`config.mk`:
```
export PLATFORM = sky130hd
export DESIGN_NAME = ftia_cell
export DESIGN_NICKNAME = d
export VERILOG_FILES = /design/src/rtl/core/ftia_pkg.sv /design/src/rtl/core/ftia_cell.sv
export SDC_FILE = /design/constraint.sdc
export NUM_CORES = 1
export LEC_CHECK = 0
export BUFFER_PORTS_ARGS = -buffer_cell sky130_fd_sc_hd__buf_2
export CELL_PAD_IN_SITES_DETAIL_PLACEMENT = 1
export CELL_PAD_IN_SITES_GLOBAL_PLACEMENT = 1
export CORE_AREA = 10 10 157 159
export CTS_BUF_LIST = sky130_fd_sc_hd__clkbuf_8 sky130_fd_sc_hd__clkbuf_16
export DETAILED_ROUTE_END_ITERATION = 10
export DIE_AREA = 0 0 167 169
export GPL_TIMING_DRIVEN = 1
export HOLD_SLACK_MARGIN = 0.06
export PLACE_DENSITY_LB_ADDON = 0.1
export SYNTH_ARGS = -nofsm -noshare
export SYNTH_HDL_FRONTEND = slang
export SYNTH_SLANG_ARGS = --single-unit
```
`constraint.sdc`:
```
create_clock -name i_clk -period 8.8 [get_ports i_clk]
set_input_delay 0.88 -clock i_clk [delete_from_list [all_inputs] [get_ports i_clk]]
set_output_delay 0.88 -clock i_clk [all_outputs]
set_load 0.005 [all_outputs]
```
`src/rtl/core/ftia_pkg.sv`:
```
`timescale 1ns / 1ps
// ----------------------------------------------------------------------------
// ftia_pkg
// Types and constants shared by the flow table core and its slot cells.
// ----------------------------------------------------------------------------
package ftia_pkg;

    localparam int ADDR_W  = 32;
    localparam int TIME_W  = 32;
    localparam int COUNT_W = 32;
    localparam int CFG_W   = 8;
    localparam int IDX_W   = 8;
    localparam int KIND_W  = 2;

    // Result kinds.
    localparam logic [KIND_W-1:0] EV_NEW   = 2'd0;
    localparam logic [KIND_W-1:0] EV_ENDED = 2'd1;
    localparam logic [KIND_W-1:0] EV_FULL  = 2'd2;

    // Configuration register indexes.
    localparam logic [IDX_W-1:0] REG_SWEEP_INTERVAL = 8'd0;
    localparam logic [IDX_W-1:0] REG_IDLE_TIMEOUT   = 8'd1;

    // Reset values of the configuration registers.
    localparam logic [CFG_W-1:0] SWEEP_INTERVAL_RST = 8'd5;
    localparam logic [CFG_W-1:0] IDLE_TIMEOUT_RST   = 8'd7;

    localparam logic [COUNT_W-1:0] COUNT_MAX = {COUNT_W{1'b1}};

    // Broadcast from the controller to every cell.
    typedef struct packed {
        logic               look_en;
        logic               emit_en;
        logic               sweep_due;
        logic               hit_any;
        logic [CFG_W-1:0]   timeout;
        logic [ADDR_W-1:0]  key_src;
        logic [ADDR_W-1:0]  key_dst;
        logic [TIME_W-1:0]  now;
    } t_cell_ctl;

    // Passed from each cell to its higher neighbor.
    typedef struct packed {
        logic               free_seen;
        logic               hit_seen;
        logic               exp_seen;
        logic               pend_seen;
        logic               pend_more;
        logic [ADDR_W-1:0]  src;
        logic [ADDR_W-1:0]  dst;
        logic [COUNT_W-1:0] cnt;
    } t_link;

endpackage

```
`src/rtl/core/ftia_cell.sv`:
```
`timescale 1ns / 1ps
// ----------------------------------------------------------------------------
// ftia_cell
// One slot of the flow table: holds a flow, matches the broadcast key and
// takes part in the free-slot and report priority chains.
// ----------------------------------------------------------------------------
module ftia_cell (
    input  logic              i_clk,
    input  logic              i_rst_n,
    input  ftia_pkg::t_cell_ctl i_ctl,
    input  ftia_pkg::t_link   i_link,
    output ftia_pkg::t_link   o_link
);
    import ftia_pkg::*;

    logic               r_valid;
    logic               r_pend;
    logic [ADDR_W-1:0]  r_src;
    logic [ADDR_W-1:0]  r_dst;
    logic [TIME_W-1:0]  r_last;
    logic [COUNT_W-1:0] r_cnt;

    logic               hit;
    logic               install;
    logic               expired;
    logic               grant;
    logic [TIME_W-1:0]  idle;

    assign hit     = r_valid && (r_src == i_ctl.key_src) && (r_dst == i_ctl.key_dst);
    assign install = i_ctl.look_en && !i_ctl.hit_any && !r_valid && !i_link.free_seen;
    assign idle    = i_ctl.now - r_last;
    // The flow touched by this packet is never aged out by that packet's sweep.
    assign expired = i_ctl.sweep_due && r_valid && !hit &&
                     (idle > {{(TIME_W-CFG_W){1'b0}}, i_ctl.timeout});
    assign grant   = i_ctl.emit_en && r_pend && !i_link.pend_seen;

    always_comb begin
        o_link           = i_link;
        o_link.free_seen = i_link.free_seen | !r_valid;
        o_link.hit_seen  = i_link.hit_seen | hit;
        o_link.exp_seen  = i_link.exp_seen | expired;
        o_link.pend_seen = i_link.pend_seen | r_pend;
        o_link.pend_more = i_link.pend_more | (r_pend & i_link.pend_seen);
        o_link.src       = i_link.src | (grant ? r_src : '0);
        o_link.dst       = i_link.dst | (grant ? r_dst : '0);
        o_link.cnt       = i_link.cnt | (grant ? r_cnt : '0);
    end

    always_ff @(posedge i_clk) begin
        if (!i_rst_n) begin
            r_valid <= 1'b0;
            r_pend  <= 1'b0;
        end else if (i_ctl.look_en) begin
            r_pend <= expired;
            if (install) begin
                r_valid <= 1'b1;
            end
        end else if (grant) begin
            r_valid <= 1'b0;
            r_pend  <= 1'b0;
        end
    end

    always_ff @(posedge i_clk) begin
        if (i_ctl.look_en && hit) begin
            r_last <= i_ctl.now;
            if (r_cnt != COUNT_MAX) begin
                r_cnt <= r_cnt + 1'b1;
            end
        end else if (install) begin
            r_src  <= i_ctl.key_src;
            r_dst  <= i_ctl.key_dst;
            r_last <= i_ctl.now;
            r_cnt  <= {{(COUNT_W-1){1'b0}}, 1'b1};
        end
    end

endmodule

```
After elaboration in Yosys (flattened, before gate mapping)
Cells that the tools add are included.
Widths: inputs -> output; s select.
{ "totals": {"regBits": 130, "in_bits": 211, "out_inout_bits": 101} }
{ "op_classes": {"n_addsub": 2, "order_cmp": 1, "eq_ne": 5, "muxes": 12, "n_bitwise": 10, "reduce_logical": 21} }
{ "op_table": {"columns": ["operator", "count"], "rows": [
  ["$mux 32", 8],
  ["$or 32x32->32", 3],
  ["$eq 32x32->1", 2],
  ["$add 32x1->32 const B", 1],
  ["$gt 32x8->1", 1],
  ["$ne 32x32->1 const B", 1],
  ["$sub 32x32->32", 1],
  ["$logic_and 1x1->1", 11],
  ["$reduce_and 2->1", 3],
  ["$logic_not 1->1", 5],
  ["$or 1x1->1", 5],
  ["$mux 1", 4],
  ["$ne 2x1->1 const B", 2],
  ["$reduce_bool 2->1", 2],
  ["$and 1x1->1", 1],
  ["$not 1->1", 1]
]} }

Depth between registers and ports, before layout
Gate-level depths: netlist (run 1).
{ "logic_depth": {"depth_word": 7, "ltp_mapped": 19, "depth_no_buf": 19} }

Worst setup path before layout (run 1)
Ideal clock, no wire load.
{ "synth_timing": {"path_type": "input to register", "startpoint": "input port i_ctl[88] (netlist name)", "endpoint": "register r_cnt[0] (enable)", "arrival_time_ps": 4743, "slack_ps": 3591, "stages": 7, "cell_sequence": "xor2_1 -> nor4_1 -> nand4_1 -> or3_1 -> nor4b_1 -> nand2_1 -> o21ai_0"} }
{ "synth_via": {"elab_chain_len": 6} }
{ "synth_rtl": {"columns": ["item", "line", "source"], "rows": [
  ["from (decl)", "ftia_cell.sv:10", "input ftia_pkg::t_cell_ctl i_ctl,"],
  ["$eq 32x32->1 *", "ftia_cell.sv:29", "assign hit = r_valid && (r_src == i_ctl.key_src) && (r_dst == i_ctl.key_dst);"],
  ["$logic_and 1x1->1 * (2 in a row)", "ftia_cell.sv:29", null],
  ["$logic_and 1x1->1 *", "ftia_cell.sv:65", "if (i_ctl.look_en && hit) begin"],
  ["$ne 2x1->1 (no source line) / $reduce_bool 2->1 (equally long branches)", null, null],
  ["$reduce_and 2->1 (no source line) *", null, null],
  ["to (signal assigned)", "ftia_cell.sv:68", "r_cnt <= r_cnt + 1'b1;"],
  ["to (signal assigned)", "ftia_cell.sv:74", "r_cnt <= {{(COUNT_W-1){1'b0}}, 1'b1};"],
  ["to (decl)", "ftia_cell.sv:21", "logic [COUNT_W-1:0] r_cnt;"]
]} }
Every way passes the cells marked *; elsewhere a longest branch is shown, timed or not.
A chain may end at the register's enable or synchronous reset.

==> PnR_summary.wiki, run 1 <==
{| class="wikitable"
! Metric !! Value
|-
| Number of buffers on the longest clock path || 2
|-
| FILL cells || 2564
|-
| Insertion delay to the later sink of the worst-skew pair || 0.43 ns
|-
| Number of pins with negative max-slew slack in the final report || 0
|-
| Pwr Density || 159 nW/µm²
|-
| Die Ht || 169 µm
|-
| CTS buffer count || 17
|-
| Area growth from synthesis to final layout || 28.2%
|-
| Number of storage elements in the synthesis netlist || 130
|-
| Top cell type by total area after synthesis || sky130_fd_sc_hd__edfxtp_1
|-
| Global-route layer with the greatest usage || met2
|-
| Die footprint || 28200 µm²
|-
| Most used flip-flop cell after synthesis || sky130_fd_sc_hd__edfxtp_1
|-
| HPWL after detailed placement || 25400 µm
|-
| Final Critical Period || 6.09 ns
|-
| Worst slack at placement || between 2 and 3 ns
|-
| Synth Net Count || approximately 1.1k
|-
| Layout cell share with drive strength beyond 1 || 0.318
|-
| Initial antenna violation count || 12
|-
| Clock edge transition at the registers on the reported setup and hold paths || 0.06 ns
|-
| Top-area cell type share of the netlist area || 0.441
|-
| Warnings, synthesis || 0
|-
| Cell with the most instances after synthesis || sky130_fd_sc_hd__edfxtp_1
|-
| Setup repair after global routing missed its margin || false
|-
| CTS resizes || 0
|-
| Critical path data required time || 7.92 ns
|-
| Flop-to-flop setup slack || just over 4 ns
|-
| Largest net degree at the start of global routing || 73
|-
| Worst hold path type || flop to flop
|-
| Final clock skew || 0.0148 ns
|-
| EDFF count, synth || ~130
|-
| Hold buffer count at cts || 0
|-
| Post-route worst setup slack || 2.71 ns
|-
| Met3 usage in global routing || 0.0519
|-
| Count of cell types in the netlist || 71
|-
| Arrival time at the worst endpoint || 5.21 ns
|-
| Clock tree root buffer cell || sky130_fd_sc_hd__clkbuf_16
|-
| Final setup fails || 0
|-
| Most frequent cells after synthesis || 128 x sky130_fd_sc_hd__edfxtp_1, 109 x sky130_fd_sc_hd__a21o_1, 76 x sky130_fd_sc_hd__inv_1
|-
| Layout net count || approximately 1.4k
|-
| Post-route setup TNS || 0 ns
|-
| Share of the cycle needed by the critical path after routing || 0.692
|-
| Total number of H-tree levels || 4
|-
| Kind of start point of the critical path || primary input
|-
| Number of port buffers || 311
|-
| Peak supply drop || around 0.14 mV
|-
| Iteration-0 DRC count of the detailed router || 508
|-
| DR vias || 7994
|-
| MaxCap Viol Count || 0
|-
| Crit path capture type || output pin
|-
| Global Route met2 Usage || 0.404
|-
| Wire length of the first global-routing pass || 49100 µm
|-
| Global-route met1 utilization || 0.245
|-
| Cells after DPL || 1429
|-
| IO Pins || 312
|-
| Filler-free cell count of the finished design || about 1.5k
|-
| TritonCTS clock tree || done
|-
| Utilization after layout || 0.519
|-
| Overall global routing resource usage || 0.219
|-
| Final ANT Viol Nets || 0
|-
| Synth Area per Inst || 10.1 µm²
|-
| Slew of the pin with the lowest slew margin || 0.866 ns
|-
| Biggest area contributors in the synthesized netlist || sky130_fd_sc_hd__edfxtp_1 44%, sky130_fd_sc_hd__a21o_1 9.4%, sky130_fd_sc_hd__xor2_1 5.9%, sky130_fd_sc_hd__ha_1 5.7%, sky130_fd_sc_hd__inv_1 3.3%
|-
| Clock sink count || 130
|-
| Final global-route overflow total || 0
|-
| Placeable core region || between 20000 and 25000 µm²
|-
| Post-DR vias/cell || 5.43
|-
| Detailed-router iteration count before antenna repair || 5
|-
| Post-CTS setup buffers || 0
|-
| Die boundary width || 167 µm
|-
| Routed length per placed instance || 21.6 µm
|-
| Status || finished clean
|-
| Critical-path maximum fanout || 5
|-
| Netlist area before placement || 8720 µm²
|-
| Routed WL || ~32000 µm
|-
| Cells after Synth || 866
|-
| Vias in the first global route || approximately 8.5k
|-
| RePlAce Congestion || a little under 0.9
|-
| Starting density of the core || 0.405
|-
| Final hold violations || 0
|-
| Number of placement rows || 54
|-
| Max-slew headroom at the worst pin || 0.422
|-
| Minimum hold slack || 0.554 ns
|-
| Class of the most critical setup path || primary input to output pin
|-
| Static power due to leakage || 5.17 nW
|-
| Remaining DRCs || 0
|-
| Register area share after synthesis || 0.445
|-
| FMAX || 164 MHz
|-
| Async set-reset flop share out of synthesis || 0
|}
[metrics by stage]
stage          total power, mW  area, µm²
4_1_cts                   1.79      11200
6_report                  1.77      11200
3_5_place_dp              1.01      10500
5_1_grt                   1.85      11200
2_1_floorplan            0.883       8720
3_3_place_gp              1.01      10500
[final cells by class]
class	count	area [µm²]	share of cell area
well taps	280	350	0.0313
flip-flops and latches	130	3880	0.348
diodes	10	25.0	0.00224
inverters	76	285	0.0255
clock buffers	17	425	0.0381
multi-input cells	627	4410	0.394
clock inverters	15	205	0.0184
repair buffers	316	1590	0.143
[logic make-up after synthesis]
logic type | after synthesis | share of synthesized area
compound gates | 259 | 0.216
xor+xnor | 86 | 0.0864
simple gates | 235 | 0.135
fa+ha+maj | 41 | 0.0597
buf+inv | 109 | 0.0504
flops | 130 | 0.445
mux | 6 | 0.00718
[worst paths after layout]
check                                    startpoint                   to  cells after the start
worst min-delay path            r_pend$_SDFFE_PN0P_  r_pend$_SDFFE_PN0P_                      2
worst min register to register  r_pend$_SDFFE_PN0P_  r_pend$_SDFFE_PN0P_                      2
worst max register to register  r_last[1]$_DFFE_PP_  r_pend$_SDFFE_PN0P_                     19
worst max-delay path                       i_ctl[1]           o_link[98]                     20
[placed cells by master (no fill, tap or decap), types with 22 or more instances in the layout]
cell type / Yosys / layout
sky130_fd_sc_hd__xnor2_1: 27 / 27
sky130_fd_sc_hd__edfxtp_1: 128 / 128
sky130_fd_sc_hd__nor2_1: 62 / 61
sky130_fd_sc_hd__nand4_1: 22 / 22
sky130_fd_sc_hd__o21ai_0: 25 / 24
sky130_fd_sc_hd__nand2_1: 55 / 55
sky130_fd_sc_hd__a21oi_1: 29 / 29
sky130_fd_sc_hd__xor2_1: 59 / 59
sky130_fd_sc_hd__ha_1: 40 / 40
sky130_fd_sc_hd__buf_2: 12 / 311
sky130_fd_sc_hd__inv_1: 76 / 75
sky130_fd_sc_hd__a21o_1: 109 / 109
[critical path, stage by stage]
cell                        delay [ns]
sky130_fd_sc_hd__buf_2            0.11
sky130_fd_sc_hd__ha_1             0.28
sky130_fd_sc_hd__nor2b_1          0.14
sky130_fd_sc_hd__o31a_1           0.28
sky130_fd_sc_hd__o31a_1           0.33
sky130_fd_sc_hd__o21a_1           0.19
sky130_fd_sc_hd__nor2_1           0.10
sky130_fd_sc_hd__xnor2_1          0.13
sky130_fd_sc_hd__ha_1             0.27
sky130_fd_sc_hd__a21oi_1          0.14
sky130_fd_sc_hd__o21ai_0          0.08
sky130_fd_sc_hd__o21ai_0          0.06
sky130_fd_sc_hd__a21boi_0         0.39
sky130_fd_sc_hd__o2111ai_1        0.17
sky130_fd_sc_hd__or4_1            0.50
sky130_fd_sc_hd__nor4_1           0.31
sky130_fd_sc_hd__nand4_1          0.17
sky130_fd_sc_hd__nor4_2           0.44
sky130_fd_sc_hd__o21bai_1         0.10
sky130_fd_sc_hd__buf_2            0.15
[per-layer routing]
| metal | vias up | part of all wire | wire (µm) |
|---|---|---|---|
| li1 | 3823 | - | - |
| met1 | 3904 | 0.40 | 12600 |
| met2 | 223 | 0.53 | 16900 |
| met3 | 38 | 0.054 | 1720 |
| met4 | 6 | 0.016 | 503 |
| met5 | - | 0.0012 | 37 |
[registers in the layout, indices dropped and copies added (netlist names)]
register  flops
r_valid       1
r_dst        32
r_src        32
r_cnt        32
r_last       32
r_pend        1
[where the power goes]
group          switching [mW]  internal [mW]
logic                   0.158          0.133
clock network           0.294          0.479
registers              0.0108          0.697
(Power assumes the default switching activity.)
==> run 2, diff against run 1 <==
ABC_AREA = 1   (was not set)
CORE_AREA = 10 10 180 182   (was 10 10 157 159)
DIE_AREA = 0 0 190 192   (was 0 0 167 169)
clock period = 5.3 ns   (was 8.8 ns; I/O delays follow)
==> run 2 against run 1 <==
Net effect:
- die area grew 29%
- first-iteration DRC count shrank 30%
- sequential share of layout area shrank 2.6 points
- worst hold slack lost 0.26 ns
- register-to-register slack lost 2.1 ns
- total power grew 65%
- final cell count grew 33%
- sequential cell count is the same
- largest cell class unchanged
- count of clock-buffer cells in the layout is the same
- critical path depth grew 2
==> PnR_summary.wiki, run 2 <==
{| class="wikitable"
! Metric !! Value
|-
| Status || finished clean (unchanged)
|-
| Total number of H-tree levels || 4 (unchanged)
|-
| Static power due to leakage || 6.20 nW (was 5.17 nW)
|-
| Number of cells on the worst hold path || 1 (was 2)
|-
| Peak supply drop || 0.203 mV (was 0.142 mV)
|-
| Setup repair after global routing missed its margin || false (unchanged)
|-
| HPWL after detailed placement || 30000 µm (was 25400 µm)
|-
| Register area share after synthesis || 0.413 (was 0.445)
|-
| Area growth from synthesis to final layout || 28.6% (was 28.2%)
|-
| Number of port buffers || 311 (unchanged)
|-
| Remaining DRCs || 0 (unchanged)
|-
| TritonCTS clock tree || done (unchanged)
|-
| Final global-route overflow total || 0 (unchanged)
|-
| Post-route setup TNS || 0 ns (unchanged)
|-
| RePlAce Congestion || 0.798 (was 0.875)
|-
| Critical path data required time || 4.77 ns (was 7.92 ns)
|-
| Warnings, synthesis || 0 (unchanged)
|-
| EDFF count, synth || 128 (unchanged)
|-
| Max-slew headroom at the worst pin || 0.410 (was 0.422)
|-
| Biggest area contributors in the synthesized netlist || sky130_fd_sc_hd__edfxtp_1 41%, sky130_fd_sc_hd__nand2_1 14%, sky130_fd_sc_hd__inv_1 9.9%, sky130_fd_sc_hd__ha_1 5.3%, sky130_fd_sc_hd__o21bai_1 4.6% (was sky130_fd_sc_hd__edfxtp_1 44%, sky130_fd_sc_hd__a21o_1 9.4%, sky130_fd_sc_hd__xor2_1 5.9%, sky130_fd_sc_hd__ha_1 5.7%, sky130_fd_sc_hd__inv_1 3.3%)
|-
| Routed length per placed instance || 18.3 µm (was 21.6 µm)
|-
| Filler-free cell count of the finished design || 1951 (was 1471)
|-
| Starting density of the core || 0.328 (was 0.405)
|-
| Kind of start point of the critical path || flop (was primary input)
|-
| Synth Net Count || 1474 (was 1118)
|-
| Most used flip-flop cell after synthesis || sky130_fd_sc_hd__edfxtp_1 (unchanged)
|-
| Reg2reg start || r_src[5]$_DFFE_PP_ (was r_last[1]$_DFFE_PP_)
|-
| Worst r2r dst || r_cnt[6]$_SDFFCE_PN0P_ (was r_pend$_SDFFE_PN0P_)
|-
| Netlist area before placement || 9400 µm² (was 8720 µm²)
|-
| Iteration-0 DRC count of the detailed router || 356 (was 508)
|-
| Initial antenna violation count || 12 (unchanged)
|-
| Reg2Reg Depth || 11 (was 19)
|-
| Cells after Synth || 1222 (was 866)
|-
| FMAX || 242 MHz
|-
| Final setup fails || 0 (unchanged)
|-
| Critical-path maximum fanout || 3 (was 5)
|-
| Routed WL || 35700 µm (was 31800 µm)
|-
| Worst hold start || i_ctl[69] (was r_pend$_SDFFE_PN0P_)
|-
| Worst hold path type || primary input to flop (was flop to flop)
|-
| Top-area cell type share of the netlist area || 0.409 (was 0.441)
|-
| Insertion delay to the later sink of the worst-skew pair || 0.42 ns (was 0.43 ns)
|-
| Top cell type by total area after synthesis || sky130_fd_sc_hd__edfxtp_1 (unchanged)
|-
| Number of placement rows || 62 (was 54)
|-
| Die boundary width || 190 µm (was 167 µm)
|-
| Pwr Density || 242 nW/µm² (was 159 nW/µm²)
|-
| CTS resizes || 0 (unchanged)
|-
| Post-route worst setup slack || 1.17 ns (was 2.71 ns)
|-
| Post-CTS setup buffers || 0 (unchanged)
|-
| Slew of the pin with the lowest slew margin || 0.885 ns (was 0.866 ns)
|-
| Vias in the first global route || 10.0k (was 8537)
|-
| CTS buffer count || 17 (unchanged)
|-
| Hold buffer count at cts || 0 (unchanged)
|-
| Class of the most critical setup path || flop to output pin (was primary input to output pin)
|-
| Number of pins with negative max-slew slack in the final report || 0 (unchanged)
|-
| Clock edge transition at the registers on the reported setup and hold paths || 0.08 ns (was 0.06 ns)
|-
| Synth Area per Inst || 7.69 µm² (was 10.1 µm²)
|-
| Final ANT Viol Nets || 0 (unchanged)
|-
| End of the worst hold path || r_src[5]$_DFFE_PP_ (was r_pend$_SDFFE_PN0P_)
|-
| Async set-reset flop share out of synthesis || 0 (unchanged)
|-
| Largest net degree at the start of global routing || 65 (was 73)
|-
| Number of buffers on the longest clock path || 2 (unchanged)
|-
| DR vias || 9156 (was 7994)
|-
| Worst slack at placement || 1.31 ns (was 2.65 ns)
|-
| Share of the cycle needed by the critical path after routing || 0.779
|-
| Final hold violations || 0 (unchanged)
|-
| Arrival time at the worst endpoint || 3.60 ns (was 5.21 ns)
|-
| Wire length of the first global-routing pass || 55300 µm (was 49100 µm)
|-
| Die footprint || 36500 µm² (was 28200 µm²)
|-
| Most common cell after layout, fill and taps aside || sky130_fd_sc_hd__nand2_1 (was sky130_fd_sc_hd__buf_2)
|-
| Detailed-router iteration count before antenna repair || 4 (was 5)
|-
| Flop-to-flop setup slack || 1.99 ns (was 4.13 ns)
|-
| IO Pins || 312 (unchanged)
|-
| Count of cell types in the netlist || 46 (was 71)
|-
| Final Critical Period || 4.13 ns
|-
| Crit path capture type || output pin (unchanged)
|-
| Number of storage elements in the synthesis netlist || 130 (unchanged)
|-
| Die Ht || 192 µm (was 169 µm)
|-
| Utilization after layout || 0.422 (was 0.519)
|-
| Layout cell share with drive strength beyond 1 || 0.243 (was 0.318)
|-
| Post-DR vias/cell || 4.69 (was 5.43)
|-
| Layout net count || 1798 (was 1420)
|-
| Clock tree root buffer cell || sky130_fd_sc_hd__clkbuf_16 (unchanged)
|-
| Cell with the most instances after synthesis || sky130_fd_sc_hd__nand2_1 (was sky130_fd_sc_hd__edfxtp_1)
|-
| Most frequent cells after synthesis || 339 x sky130_fd_sc_hd__nand2_1, 249 x sky130_fd_sc_hd__inv_1, 128 x sky130_fd_sc_hd__edfxtp_1 (was 128 x sky130_fd_sc_hd__edfxtp_1, 109 x sky130_fd_sc_hd__a21o_1, 76 x sky130_fd_sc_hd__inv_1)
|-
| MaxCap Viol Count || 0 (unchanged)
|-
| Cells after DPL || 1911 (was 1429)
|-
| FILL cells || 3692 (was 2564)
|-
| Highest-count cells in the layout ignoring fill and taps || 339 x sky130_fd_sc_hd__nand2_1, 311 x sky130_fd_sc_hd__buf_2, 249 x sky130_fd_sc_hd__inv_1 (was 311 x sky130_fd_sc_hd__buf_2, 128 x sky130_fd_sc_hd__edfxtp_1, 109 x sky130_fd_sc_hd__a21o_1)
|-
| Overall global routing resource usage || 0.191 (was 0.219)
|-
| Final clock skew || 0.0199 ns (was 0.0148 ns)
|-
| Placeable core region || 28600 µm² (was 21600 µm²)
|-
| Clock sink count || 130 (unchanged)
|}
-- run 2: cell count changes in the layout (fill, tap and decap cells not counted), moves of 8 or more --
cell / previous run / this run
sky130_fd_sc_hd__xor2_1: 59 / 27
sky130_fd_sc_hd__a21o_1: 109 / 43
sky130_fd_sc_hd__nand3_1: 21 / 50
sky130_fd_sc_hd__a21oi_1: 29 / 41
sky130_fd_sc_hd__nor2_1: 61 / 93
sky130_fd_sc_hd__and3_1: 9 / 0
sky130_fd_sc_hd__nand2b_1: 8 / 0
sky130_fd_sc_hd__xnor2_1: 27 / 6
sky130_fd_sc_hd__inv_1: 75 / 249
sky130_fd_sc_hd__nand2_1: 55 / 339
sky130_fd_sc_hd__o21bai_1: 2 / 58
-- run 2: kinds of logic (layout without fill, tap and decap cells) --
logic type                 Yosys count  count (layout)  share of synthesized area
other                                0               8                          0
adders and majority gates           41              41                     0.0554
and+or+nand+nor                    555             555                      0.256
xor gates and xnor gates            33              33                     0.0307
buffers and inverters              266             603                      0.107
DFF                                130             130                      0.413
AOI/OAI and AO/OA                  197             197                      0.138
-- run 2: how the worst max path moves through the flow --
| stage | cells past startpoint | endpoint | slack (ns) | start |
|---|---|---|---|---|
| floorplan | 4 | r_cnt[0]$_SDFFCE_PN1P_ | 1.04 | i_ctl[107] |
| global placement | 24 | o_link[98] | 1.38 | i_ctl[2] |
| detailed placement | 24 | o_link[98] | 1.31 | i_ctl[2] |
| CTS | 22 | o_link[98] | 1.12 | r_last[0]$_DFFE_PP_ |
| global route | 24 | o_link[98] | 0.86 | r_last[2]$_DFFE_PP_ |
| finish | 22 | o_link[98] | 1.17 | r_last[0]$_DFFE_PP_ |
-- run 2: final cells by class --
cell class,count,area [µm²],area share
Antenna cell,8,20.0,0.00166
Clock buffer,17,425,0.0352
Clock inverter,15,185,0.0153
Inverter,253,950,0.0785
Multi-Input combinational cell,826,4540,0.375
Sequential cell,130,3880,0.321
Tap cell,384,480,0.0397
Timing Repair Buffer,318,1610,0.133
-- run 2: worst max-delay path, cell delays in order, from the launching register on --
cell and delay [ns]:
sky130_fd_sc_hd__edfxtp_1 0.38, sky130_fd_sc_hd__ha_1 0.22, sky130_fd_sc_hd__fa_1 0.40, sky130_fd_sc_hd__inv_1 0.12
sky130_fd_sc_hd__nand2_1 0.06, sky130_fd_sc_hd__nand2_1 0.07, sky130_fd_sc_hd__and2_1 0.16, sky130_fd_sc_hd__xor2_1 0.08
sky130_fd_sc_hd__ha_1 0.28, sky130_fd_sc_hd__nand2_1 0.06, sky130_fd_sc_hd__nor2_1 0.15, sky130_fd_sc_hd__nand4_1 0.12
sky130_fd_sc_hd__nand2_1 0.10, sky130_fd_sc_hd__nand3_1 0.08, sky130_fd_sc_hd__nor2_1 0.16, sky130_fd_sc_hd__nand2_1 0.07
sky130_fd_sc_hd__nor2_1 0.12, sky130_fd_sc_hd__nand2_1 0.07, sky130_fd_sc_hd__nor2_1 0.09, sky130_fd_sc_hd__nand2_1 0.09
sky130_fd_sc_hd__nand2_1 0.12, sky130_fd_sc_hd__nand2_1 0.06, sky130_fd_sc_hd__buf_2 0.12
-- run 2: where the power goes --
part	switching, mW	internal [mW]	total, mW
combinational	0.300	0.214	0.515
sequential	0.0175	1.16	1.18
clock	0.558	0.681	1.24
-- run 2: metal layers --
metal | GRT usage | routed length [µm] | vias to the layer above
met5 | 0 | 57 | -
met4 | 0.0412 | 287 | 10
met3 | 0.0502 | 2180 | 25
met2 | 0.326 | 17200 | 217
met1 | 0.237 | 15900 | 4270
li1 | - | - | 4634
-- run 2: stage by stage --
| stage | area (µm²) | hold slack, ns | total power [mW] |
|---|---|---|---|
| 6_report | 12100 | 0.294 | 2.93 |
| 5_1_grt | 12100 | 0.272 | 3.08 |
| 4_1_cts | 12100 | 0.278 | 2.96 |
| 3_5_place_dp | 11500 | 0.582 | 1.72 |
| 3_3_place_gp | 11500 | 0.568 | 1.71 |
| 2_1_floorplan | 9420 | 0.515 | 1.48 |
==> run 3, diff against run 2 <==
clock period = 3.3 ns   (was 5.3 ns; I/O delays follow)
==> run 3 against run 2 <==
Net effect:
- the flow now finishes with violations (setup timing)
- count of clock-buffer cells in the layout unchanged
- worst setup slack worse by 1.5 ns
- total power increased by 61%
- sequential power increased by 60%
- clock skew shrank 0.0018 ns
- first-iteration DRC count shrank 5.6%
- sequential share of layout area is 0.48 points lower
- wire length shrank 0.75%
- highest routed layer unchanged
==> PnR_summary.wiki, run 3 (synthesis results as in run 2) <==
{| class="wikitable"
! Metric !! Value
|-
| Pwr Density || 385 nW/µm² (was 242 nW/µm²)
|-
| TritonCTS clock tree || done (unchanged)
|-
| Number of port buffers || 311 (unchanged)
|-
| RePlAce Congestion || 0.812 (was 0.798)
|-
| Number of buffers on the longest clock path || 2 (unchanged)
|-
| Detailed-router iteration count before antenna repair || 5 (was 4)
|-
| Hold buffer count at cts || 0 (unchanged)
|-
| Layout net count || 1812 (was 1798)
|-
| Slew of the pin with the lowest slew margin || 0.887 ns (was 0.885 ns)
|-
| Post-DR vias/cell || 4.69 (about the same)
|-
| Wire length of the first global-routing pass || 54600 µm (was 55300 µm)
|-
| Post-route setup TNS || -0.354 ns (was 0 ns)
|-
| Iteration-0 DRC count of the detailed router || 336 (was 356)
|-
| FMAX || 274 MHz
|-
| Final hold violations || 0 (unchanged)
|-
| Final global-route overflow total || 0 (unchanged)
|-
| Largest net degree at the start of global routing || 65 (unchanged)
|-
| Final ANT Viol Nets || 0 (unchanged)
|-
| Routed length per placed instance || 18.1 µm (was 18.3 µm)
|-
| Kind of start point of the critical path || flop (unchanged)
|-
| Max-slew headroom at the worst pin || 0.408 (was 0.410)
|-
| Routed WL || 35400 µm (was 35700 µm)
|-
| Die Ht || 192 µm (unchanged)
|-
| HPWL after detailed placement || 29600 µm (was 30000 µm)
|-
| IO Pins || 312 (unchanged)
|-
| Arrival time at the worst endpoint || 3.32 ns (was 3.60 ns)
|-
| Worst hold start || i_ctl[83] (was i_ctl[69])
|-
| Final setup fails || 1 (was 0)
|-
| Crit path capture type || output pin (unchanged)
|-
| Number of placement rows || 62 (unchanged)
|-
| Layout cell share with drive strength beyond 1 || 0.264 (was 0.243)
|-
| Clock sink count || 130 (unchanged)
|-
| Critical path data required time || 2.97 ns (was 4.77 ns)
|-
| Overall global routing resource usage || 0.190 (was 0.191)
|-
| Setup repair after global routing missed its margin || true (was false)
|-
| Minimum hold slack || 0.0873 ns (was 0.294 ns)
|-
| Number of pins with negative max-slew slack in the final report || 0 (unchanged)
|-
| Most common cell after layout, fill and taps aside || sky130_fd_sc_hd__nand2_1 (unchanged)
|-
| MaxCap Viol Count || 0 (unchanged)
|-
| Placeable core region || 28600 µm² (unchanged)
|-
| Utilization after layout || 0.429 (was 0.422)
|-
| DR vias || 9189 (was 9156)
|-
| Reg2reg start || r_cnt[0]$_SDFFCE_PN1P_ (was r_src[5]$_DFFE_PP_)
|-
| Class of the most critical setup path || flop to output pin (unchanged)
|-
| Insertion delay to the later sink of the worst-skew pair || 0.43 ns (was 0.42 ns)
|-
| Share of the cycle needed by the critical path after routing || 1.11
|-
| Vias in the first global route || 9974 (was 10.0k)
|-
| Status || finished with violations (was finished clean)
|-
| Initial antenna violation count || 5 (was 12)
|-
| Startpoint of the most critical setup path || r_last[0]$_DFFE_PP_ (unchanged)
|-
| Peak supply drop || 0.315 mV (was 0.203 mV)
|-
| Violations in the final reports || setup timing
|-
| Worst slack at placement || -0.160 ns (was 1.31 ns)
|-
| Clock tree root buffer cell || sky130_fd_sc_hd__clkbuf_16 (unchanged)
|-
| Clock edge transition at the registers on the reported setup and hold paths || 0.08 ns (about the same)
|-
| Total number of H-tree levels || 4 (unchanged)
|-
| Remaining DRCs || 0 (unchanged)
|-
| Highest-count cells in the layout ignoring fill and taps || 333 x sky130_fd_sc_hd__nand2_1, 311 x sky130_fd_sc_hd__buf_2, 246 x sky130_fd_sc_hd__inv_1 (was 339 x sky130_fd_sc_hd__nand2_1, 311 x sky130_fd_sc_hd__buf_2, 249 x sky130_fd_sc_hd__inv_1)
|-
| Final clock skew || 0.0181 ns (was 0.0199 ns)
|-
| CTS buffer count || 17 (unchanged)
|-
| Post-route worst setup slack || -0.354 ns (was 1.17 ns)
|-
| Final Critical Period || 3.65 ns
|-
| Starting density of the core || 0.328 (unchanged)
|-
| Critical-path maximum fanout || 3 (unchanged)
|-
| Die boundary width || 190 µm (unchanged)
|-
| Area growth from synthesis to final layout || 30.5% (was 28.6%)
|-
| Static power due to leakage || 6.28 nW (was 6.20 nW)
|-
| Worst hold path type || primary input to flop (unchanged)
|-
| Die footprint || 36500 µm² (unchanged)
|}
-- run 3: path summary, 6_finish.rpt --
path / slack (ns) / depth (start not counted) / endpoint
worst max-delay path: -0.35 / 22 / o_link[98]
worst min-delay path: 0.09 / 1 / r_src[19]$_DFFE_PP_
worst max register to register: 0.37 / 12 / r_cnt[8]$_SDFFCE_PN0P_
worst min register to register: 0.60 / 2 / r_valid$_SDFFE_PN0P_
-- run 3: through the flow --
step / std cells / instance area [µm²] / total power, mW
after floorplan: 1222 / 9440 / 2.38
after global placement: 1924 / 11600 / 2.77
after detailed placement: 1924 / 11600 / 2.78
after CTS: 1956 / 12200 / 4.77
after global routing: 1957 / 12300 / 4.96
final: 1959 / 12300 / 4.72
-- run 3: routing by layer --
metal / global-route usage / vias to the layer above / part of all wire
li1: - / 4659 / -
met1: 0.231 / 4276 / 0.44
met2: 0.330 / 226 / 0.49
met3: 0.0519 / 22 / 0.062
met4: 0.0330 / 6 / 0.0046
met5: 0 / - / 0.00082
-- run 3: repair_timing --
item / CTS / global route
resized for setup: 14 / 6
setup buffers: 0 / 1
pin swaps: 3 / 0
endpoints found under the setup margin: 1 / 1
-- run 3: final cells by class --
cell class              count  area [µm²]
inverters                 253         950
flip-flops and latches    130        3880
clock inverters            15         166
repair buffers            332        1710
well taps                 384         480
multi-input cells         826        4650
clock buffers              17         425
diodes                      2        5.00
fillers                  3654       16400
-- run 3: worst max-delay path: stages (launching register included) --
cell and delay (ns):
sky130_fd_sc_hd__edfxtp_1 0.42, sky130_fd_sc_hd__ha_4 0.18, sky130_fd_sc_hd__fa_2 0.36, sky130_fd_sc_hd__inv_2 0.08, sky130_fd_sc_hd__nand2_1 0.05, sky130_fd_sc_hd__nand2_1 0.07, sky130_fd_sc_hd__and2_4 0.15, sky130_fd_sc_hd__xor2_1 0.06
sky130_fd_sc_hd__ha_1 0.27, sky130_fd_sc_hd__nand2_1 0.06, sky130_fd_sc_hd__nor2_2 0.12, sky130_fd_sc_hd__nand4_1 0.10, sky130_fd_sc_hd__nand2_2 0.10, sky130_fd_sc_hd__nand3_2 0.08, sky130_fd_sc_hd__nor2_2 0.13, sky130_fd_sc_hd__nand2_1 0.06
sky130_fd_sc_hd__nor2_1 0.09, sky130_fd_sc_hd__nand2_1 0.07, sky130_fd_sc_hd__nor2_2 0.10, sky130_fd_sc_hd__nand2_2 0.10, sky130_fd_sc_hd__nand2_2 0.09, sky130_fd_sc_hd__nand2_1 0.05, sky130_fd_sc_hd__buf_2 0.13
-- run 3: report_power, final --
| group | internal [mW] | total [mW] | switching [mW] | leakage, nW |
|---|---|---|---|---|
| Clock | 1.08 | 1.97 | 0.890 | 0.293 |
| Sequential | 1.86 | 1.89 | 0.0279 | 1.20 |
| Combinational | 0.368 | 0.864 | 0.496 | 4.79 |
